`config.mk`:
```
export PLATFORM = sky130hd
export DESIGN_NAME = case_insensitive_adler_hash
export DESIGN_NICKNAME = d
export VERILOG_FILES = /design/src/rtl/cia_pkg.sv /design/src/rtl/case_insensitive_adler_hash.sv /design/src/rtl/cia_front.sv /design/src/rtl/cia_queue.sv /design/src/rtl/cia_back.sv
export SDC_FILE = /design/constraint.sdc
export NUM_CORES = 1
export LEC_CHECK = 0
export BUFFER_PORTS_ARGS = -buffer_cell sky130_fd_sc_hd__buf_2
export CAP_MARGIN = 30
export CORE_AREA = 5 5 180 147
export DETAILED_ROUTE_END_ITERATION = 16
export DIE_AREA = 0 0 185 152
export PLACE_DENSITY = 0.47
export SYNTH_ARGS = -nofsm -noshare
export SYNTH_HDL_FRONTEND = slang
export SYNTH_SLANG_ARGS = --single-unit
```
`constraint.sdc`:
```
create_clock -name clk -period 6.1 [get_ports clk]
set_input_delay 0 -clock clk [delete_from_list [all_inputs] [get_ports clk]]
set_output_delay 0 -clock clk [all_outputs]
set_load 0.01 [all_outputs]
```
`src/rtl/cia_pkg.sv`:
```
// ----------------------------------------------------------------------------
// cia_pkg - shared types and constants for the case-insensitive Adler hash
// Item format between the front end and the hash engine, queue sizing, the
// ASCII case-folding constants and the modulus of both running sums.
// ----------------------------------------------------------------------------
package cia_pkg;

	localparam int QDEPTH = 2;
	localparam int PTR_W  = (QDEPTH > 1) ? $clog2(QDEPTH) : 1;
	localparam int CNT_W  = $clog2(QDEPTH + 1);

	localparam int SUM_W  = 16;
	localparam int BYTE_W = 8;
	localparam logic [SUM_W:0] HASH_MODULUS = 17'd65521;

	localparam logic [BYTE_W-1:0] UPPER_A  = 8'h41;
	localparam logic [BYTE_W-1:0] UPPER_Z  = 8'h5A;
	localparam logic [BYTE_W-1:0] CASE_OFS = 8'h20;

	typedef struct packed {
		logic [BYTE_W-1:0] fbyte;    // already folded to lower case
		logic              has_char;
		logic              last;
	} item_t;

	typedef struct packed {
		logic full;
		logic empty;
	} q_stat_t;

endpackage

```
`src/rtl/case_insensitive_adler_hash.sv`:
```
// ----------------------------------------------------------------------------
// case_insensitive_adler_hash - case-insensitive Adler-style identifier hash
//
//   channel | handshake               | payload
//   --------+-------------------------+---------------------------
//   char    | char_valid / char_ready | char_byte, has_char, last
//   hash    | hash_valid / hash_ready | hash
//
// One beat per cycle sustained on the char channel while the queue is not
// full. The hash is loaded into the output register at the edge its
// end-of-string beat leaves the queue; an accepted beat is first written
// into a queue entry and pops once it is the head and the output register
// is free. The engine's two chained modular adds form its combinational path.
// Reset clears the queue, both sums and the output valid; no clearing pass.
// A stalled hash holds the engine; the two-entry queue keeps char_ready up
// until it fills.
// ----------------------------------------------------------------------------
module case_insensitive_adler_hash (
	input  logic        clk,
	input  logic        arst_n,
	input  logic        char_valid,
	output logic        char_ready,
	input  logic [7:0]  char_byte,
	input  logic        has_char,
	input  logic        last,
	output logic        hash_valid,
	input  logic        hash_ready,
	output logic [31:0] hash
);

	cia_pkg::q_stat_t q_stat;
	cia_pkg::item_t   push_item;
	cia_pkg::item_t   head_item;
	logic             push;
	logic             pop;

	cia_front u_front (
		.char_valid (char_valid),
		.char_ready (char_ready),
		.char_byte  (char_byte),
		.has_char   (has_char),
		.last       (last),
		.q_stat     (q_stat),
		.push       (push),
		.push_item  (push_item)
	);

	cia_queue u_queue (
		.clk       (clk),
		.arst_n    (arst_n),
		.push      (push),
		.push_item (push_item),
		.pop       (pop),
		.head_item (head_item),
		.q_stat    (q_stat)
	);

	cia_back u_back (
		.clk        (clk),
		.arst_n     (arst_n),
		.head_item  (head_item),
		.q_stat     (q_stat),
		.pop        (pop),
		.hash_valid (hash_valid),
		.hash_ready (hash_ready),
		.hash       (hash)
	);

endmodule

```
`src/rtl/cia_front.sv`:
```
// ----------------------------------------------------------------------------
// cia_front - input front end
// Accepts one beat per cycle while the queue is not full, folds ASCII upper
// case to lower case, drops beats with no character and no end-of-string mark.
// ----------------------------------------------------------------------------
module cia_front (
	input  logic                      char_valid,
	output logic                      char_ready,
	input  logic [cia_pkg::BYTE_W-1:0] char_byte,
	input  logic                      has_char,
	input  logic                      last,
	input  cia_pkg::q_stat_t          q_stat,
	output logic                      push,
	output cia_pkg::item_t            push_item
);

	function automatic logic [cia_pkg::BYTE_W-1:0] fold_lower(
		input logic [cia_pkg::BYTE_W-1:0] b
	);
		if (b >= cia_pkg::UPPER_A && b <= cia_pkg::UPPER_Z)
			return b + cia_pkg::CASE_OFS;
		return b;
	endfunction

	assign char_ready         = !q_stat.full;
	// idle beats change nothing downstream: drop them here
	assign push               = char_valid && char_ready && (has_char || last);
	assign push_item.fbyte    = fold_lower(char_byte);
	assign push_item.has_char = has_char;
	assign push_item.last     = last;

endmodule

```
`src/rtl/cia_queue.sv`:
```
// ----------------------------------------------------------------------------
// cia_queue - short item queue
// Decouples the front end from the hash engine so that each side stalls on
// its own. Simultaneous push and pop are allowed when full.
// ----------------------------------------------------------------------------
module cia_queue (
	input  logic             clk,
	input  logic             arst_n,
	input  logic             push,
	input  cia_pkg::item_t   push_item,
	input  logic             pop,
	output cia_pkg::item_t   head_item,
	output cia_pkg::q_stat_t q_stat
);

	cia_pkg::item_t              entry_q [cia_pkg::QDEPTH];
	logic [cia_pkg::PTR_W-1:0]   wr_ptr_q;
	logic [cia_pkg::PTR_W-1:0]   rd_ptr_q;
	logic [cia_pkg::CNT_W-1:0]   count_q;
	logic                        do_push;
	logic                        do_pop;

	localparam logic [cia_pkg::PTR_W-1:0] PTR_LAST = cia_pkg::PTR_W'(cia_pkg::QDEPTH - 1);
	localparam logic [cia_pkg::CNT_W-1:0] CNT_FULL = cia_pkg::CNT_W'(cia_pkg::QDEPTH);

	function automatic logic [cia_pkg::PTR_W-1:0] next_ptr(
		input logic [cia_pkg::PTR_W-1:0] p
	);
		if (p == PTR_LAST)
			return '0;
		return p + cia_pkg::PTR_W'(1);
	endfunction

	assign q_stat.empty = (count_q == '0);
	// full still takes a push in the cycle the head leaves
	assign q_stat.full  = (count_q == CNT_FULL) && !pop;
	assign do_pop       = pop && !q_stat.empty;
	assign do_push      = push && !q_stat.full;
	assign head_item    = entry_q[rd_ptr_q];

	always_ff @(posedge clk) begin
		if (do_push)
			entry_q[wr_ptr_q] <= push_item;
	end

	always_ff @(posedge clk or negedge arst_n) begin
		if (!arst_n) begin
			wr_ptr_q <= '0;
			rd_ptr_q <= '0;
			count_q  <= '0;
		end else begin
			if (do_push)
				wr_ptr_q <= next_ptr(wr_ptr_q);
			if (do_pop)
				rd_ptr_q <= next_ptr(rd_ptr_q);
			case ({do_push, do_pop})
				2'b10:   count_q <= count_q + cia_pkg::CNT_W'(1);
				2'b01:   count_q <= count_q - cia_pkg::CNT_W'(1);
				default: count_q <= count_q;
			endcase
		end
	end

	a_count_bound: assert property (@(posedge clk) disable iff (!arst_n)
		count_q <= CNT_FULL)
		else $error("queue count beyond depth");

	a_no_pop_empty: assert property (@(posedge clk) disable iff (!arst_n)
		pop |-> !q_stat.empty)
		else $error("pop from empty queue");

	a_ptr_gap: assert property (@(posedge clk) disable iff (!arst_n)
		(count_q == '0 || count_q == CNT_FULL) |-> (wr_ptr_q == rd_ptr_q))
		else $error("queue pointers out of step with count");

endmodule

```
`src/rtl/cia_back.sv`:
```
// ----------------------------------------------------------------------------
// cia_back - hash engine
// Pops items from the queue, updates both sums modulo 65521 and on an
// end-of-string item loads the hash into the output register and clears.
// ----------------------------------------------------------------------------
module cia_back (
	input  logic             clk,
	input  logic             arst_n,
	input  cia_pkg::item_t   head_item,
	input  cia_pkg::q_stat_t q_stat,
	output logic             pop,
	output logic             hash_valid,
	input  logic             hash_ready,
	output logic [31:0]      hash
);

	logic [cia_pkg::SUM_W-1:0] sum_one_q;
	logic [cia_pkg::SUM_W-1:0] sum_two_q;
	logic [cia_pkg::SUM_W-1:0] sum_one_nx;
	logic [cia_pkg::SUM_W-1:0] sum_two_nx;
	logic                      out_valid_q;
	logic [31:0]               hash_q;

	function automatic logic [cia_pkg::SUM_W-1:0] mod_add(
		input logic [cia_pkg::SUM_W-1:0] a,
		input logic [cia_pkg::SUM_W-1:0] b
	);
		logic [cia_pkg::SUM_W:0] s;
		s = {1'b0, a} + {1'b0, b};
		if (s >= cia_pkg::HASH_MODULUS)
			s = s - cia_pkg::HASH_MODULUS;
		return s[cia_pkg::SUM_W-1:0];
	endfunction

	// advance whenever the output slot is free or being drained this cycle
	assign pop = !q_stat.empty && (!out_valid_q || hash_ready);

	always_comb begin
		sum_one_nx = sum_one_q;
		sum_two_nx = sum_two_q;
		if (head_item.has_char) begin
			sum_one_nx = mod_add(sum_one_q, {{(cia_pkg::SUM_W-cia_pkg::BYTE_W){1'b0}},
				head_item.fbyte});
			sum_two_nx = mod_add(sum_two_q, sum_one_nx);
		end
	end

	always_ff @(posedge clk or negedge arst_n) begin
		if (!arst_n) begin
			sum_one_q   <= '0;
			sum_two_q   <= '0;
			out_valid_q <= 1'b0;
		end else begin
			if (hash_ready)
				out_valid_q <= 1'b0;
			if (pop) begin
				if (head_item.last) begin
					sum_one_q   <= '0;
					sum_two_q   <= '0;
					out_valid_q <= 1'b1;
				end else begin
					sum_one_q <= sum_one_nx;
					sum_two_q <= sum_two_nx;
				end
			end
		end
	end

	always_ff @(posedge clk) begin
		if (pop && head_item.last)
			hash_q <= {sum_two_nx, sum_one_nx};
	end

	assign hash_valid = out_valid_q;
	assign hash       = hash_q;

	a_sums_reduced: assert property (@(posedge clk) disable iff (!arst_n)
		({1'b0, sum_one_q} < cia_pkg::HASH_MODULUS) &&
		({1'b0, sum_two_q} < cia_pkg::HASH_MODULUS))
		else $error("running sum not reduced");

	a_clear_after_last: assert property (@(posedge clk) disable iff (!arst_n)
		(pop && head_item.last) |=> (sum_one_q == '0 && sum_two_q == '0 && out_valid_q))
		else $error("sums not cleared after end of string");

	a_no_overwrite: assert property (@(posedge clk) disable iff (!arst_n)
		(out_valid_q && !hash_ready) |-> !pop)
		else $error("pop while a result is stalled");

endmodule
```
==> flow_summary.json <==
{
  "violations": "negative setup slack",
  "slowest_delay_ns": 0.57,
  "holdWs_ns": 0.02902,
  "start_kind": "flip-flop",
  "area.growth.synth_to_final_pct": 42.86,
  "dieArea_um2": 28120,
  "cts.sinks": 89,
  "root_buffer": "clkbuf_16",
  "wl_mm": 18.15,
  "cp-endpoint": "u_back.hash[21]$_DFFE_PP_",
  "drt.antenna.violating_nets": 0,
  "fin_tns_setup_ns": -2.782,
  "fin_skew_ns": 0.01130,
  "wl_per_cell_um": 16.05,
  "dp_hpwl_mm": 13.52,
  "ff2ff_path_depth": 25,
  "antenna_found_initial": 0,
  "die_x_um": 185,
  "htreeDepth": 3,
  "crit_top_cell": "buf_6",
  "drt-initial-drc-count": 351,
  "finalPower_mw": 4.974,
  "setup_viol": 25,
  "final_cell_mix": "buf_4, nand2_1, edfxtp_1",
  "cp-startpoint": "u_queue.rd_ptr_q$_DFFE_PN0P_",
  "syn_inst": 636,
  "syn_area_um2": 6022,
  "rrSetupSlack_ns": -0.20,
  "clock_latency_ns": 0.36,
  "final_common_cell": "buf_4",
  "rsz0062_at_grt": "true",
  "finalCritPeriodShare_pct": 103.2,
  "powerDensity_nw_per_um2": 578.2,
  "fin_ws_ns": -0.1956,
  "slew_headroom_pct": 39.43,
  "row_count": 52,
  "clk_pin_slew_ns": 0.07,
  "nets": 850,
  "yosys_warnings": 0,
  "ioPinCount": 48,
  "cp-end-kind": "flip-flop",
  "grt_pass1_wl_mm": 28.49,
  "leakagePower_nw": 3.520,
  "synth_edf_count": 52,
  "path_class": "flip-flop to flip-flop",
  "vias": 5467,
  "worst_pin_slew_ns": 0.9052,
  "crit_family": "simple AND/OR/NAND/NOR gates",
  "diodes": 0,
  "cts-buffers-inserted": 9,
  "pre_cts_ws_ns": -0.2584,
  "cp.depth": 25,
  "die_h_um": 152,
  "synth_area_per_cell_um2": 9.469,
  "tritoncts": "done",
  "hold_path.class": "input port to flip-flop",
  "required_ns": 6.20,
  "clk_path_buf_depth": 2,
  "path_buf_inv": 5,
  "slew_viol_final": 0,
  "cp_data_arrival_time_ns": 6.40,
  "vias_per_cell": 4.834,
  "timing.fmax_mhz": 158.8,
  "grt_overflow": 0,
  "crit_slowest_cell": "or4b_4",
  "r2r-end": "u_back.hash[21]$_DFFE_PP_",
  "vdd_ir_drop_max_mv": 0.2109,
  "initial_core_util_pct": 24.36,
  "synth_cell_types": 78,
  "grt_pass1_vias": 5034,
  "drc": 0,
  "grt_max_degree": 34,
  "hold_viol_final": 0,
  "min_period_ns": 6.296,
  "layout-drive-gt1-share_pct": 36.80,
  "synthArstFlopShare_pct": 41.57,
  "crit_fanout": 6,
  "syn_nets": 684,
  "outcome": "complete, but fails checks",
  "firstDrtPassIters": 4,
  "ys_seq_area_share_pct": 41.30,
  "ys.flop_type": "edfxtp_1",
  "yosys_register_bits": 89,
  "io_buffers": 47,
  "r2r_start": "u_queue.rd_ptr_q$_DFFE_PN0P_",
  "place_congestion": 0.8767,
  "drv_cap": 0,
  "core_area_um2": 24720,
  "grtUsageTotal_pct": 12.70
}
## routing by layer
metal	up-vias	global-route usage, %	part of all wire [%]
met5	-	0	0
met4	0	3.564	1.7
met3	19	2.438	4.3
met2	115	17.02	41
met1	2645	20.34	53
li1	2688	-	-
## timing repair
action	4_1_cts	5_1_grt
cloned	1	0
pin swaps	46	72
setup endpoints to repair	32	32
hold endpoints to repair	56	0
resized for setup	52	72
setup buffers	13	11
hold buffers	11	0
## metrics by stage
step | area [um2] | util (%) | cells
2_1_floorplan | 6046 | - | 636
3_3_place_gp | 7308 | 29.56 | 1077
3_5_place_dp | 7383 | 29.86 | 1081
4_1_cts | 8138 | 32.92 | 1121
5_1_grt | 8603 | 34.80 | 1131
6_report | 8603 | 34.80 | 1131
## final cells by class
| type | count | area (um2) |
|---|---|---|
| fill | 2544 | 16120 |
| tap | 324 | 405.4 |
| timing repair buffer | 184 | 1410 |
| multi-input combinational | 493 | 3894 |
| inverter | 25 | 93.84 |
| clock buffer | 10 | 239.0 |
| clock inverter | 6 | 73.82 |
| sequential | 89 | 2487 |
## how the worst min path moves through the flow
stage | start | to | slack (ns) | cells after the start
floorplan | arst_n | u_back.hash_valid$_DFF_PN0_ | -0.30 | 0
global placement | last | u_queue.entry_q[0][0]$_DFFE_PP_ | 0.21 | 1
detailed placement | arst_n | u_back.hash_valid$_DFF_PN0_ | -0.10 | 1
CTS | char_byte[6] | u_queue.entry_q[1][8]$_DFFE_PP_ | 0.01 | 2
global route | char_byte[6] | u_queue.entry_q[1][8]$_DFFE_PP_ | 0.03 | 2
finish | char_byte[6] | u_queue.entry_q[1][8]$_DFFE_PP_ | 0.03 | 2
## cells in the mapped netlist, types with 17 or more instances
master | n | area (um2)
nand2_1 | 59 | 221.5
a21oi_1 | 58 | 290.3
nor2_1 | 53 | 198.9
edfxtp_1 | 52 | 1562
dfrtp_1 | 37 | 925.9
ha_1 | 32 | 400.4
o21ai_0 | 32 | 160.2
xnor2_1 | 29 | 254.0
inv_1 | 25 | 93.84
clkbuf_1 | 20 | 75.07
nand3_1 | 17 | 85.08
## power by group
group	switching, mW	leakage, nW	internal [mW]
Clock	0.258	0.154	0.335
Combinational	1.77	2.38	1.59
Sequential	0.117	0.988	0.896
Total	2.15	3.52	2.83
## flip-flops by register name, summed over array words and instances (netlist names)
| register | flops |
|---|---|
| u_queue.count_q | 2 |
| u_queue.wr_ptr_q | 1 |
| u_queue.entry_q | 20 |
| u_back.hash | 32 |
| u_back.sum_two_q | 16 |
| u_back.sum_one_q | 16 |
| u_back.hash_valid | 1 |
| u_queue.rd_ptr_q | 1 |
## logic make-up (layout without fill, tap and decap cells)
logic type,after synthesis,after routing,share of synthesized area (%)
compound gates,187,187,20.07
mux,17,17,3.054
xor+xnor,42,42,6.108
flops,89,89,41.30
simple gates,213,213,18.37
buf+inv,54,225,3.781
fa+ha+maj,34,34,7.313
Note: power is estimated with default switching activity, not from simulation.
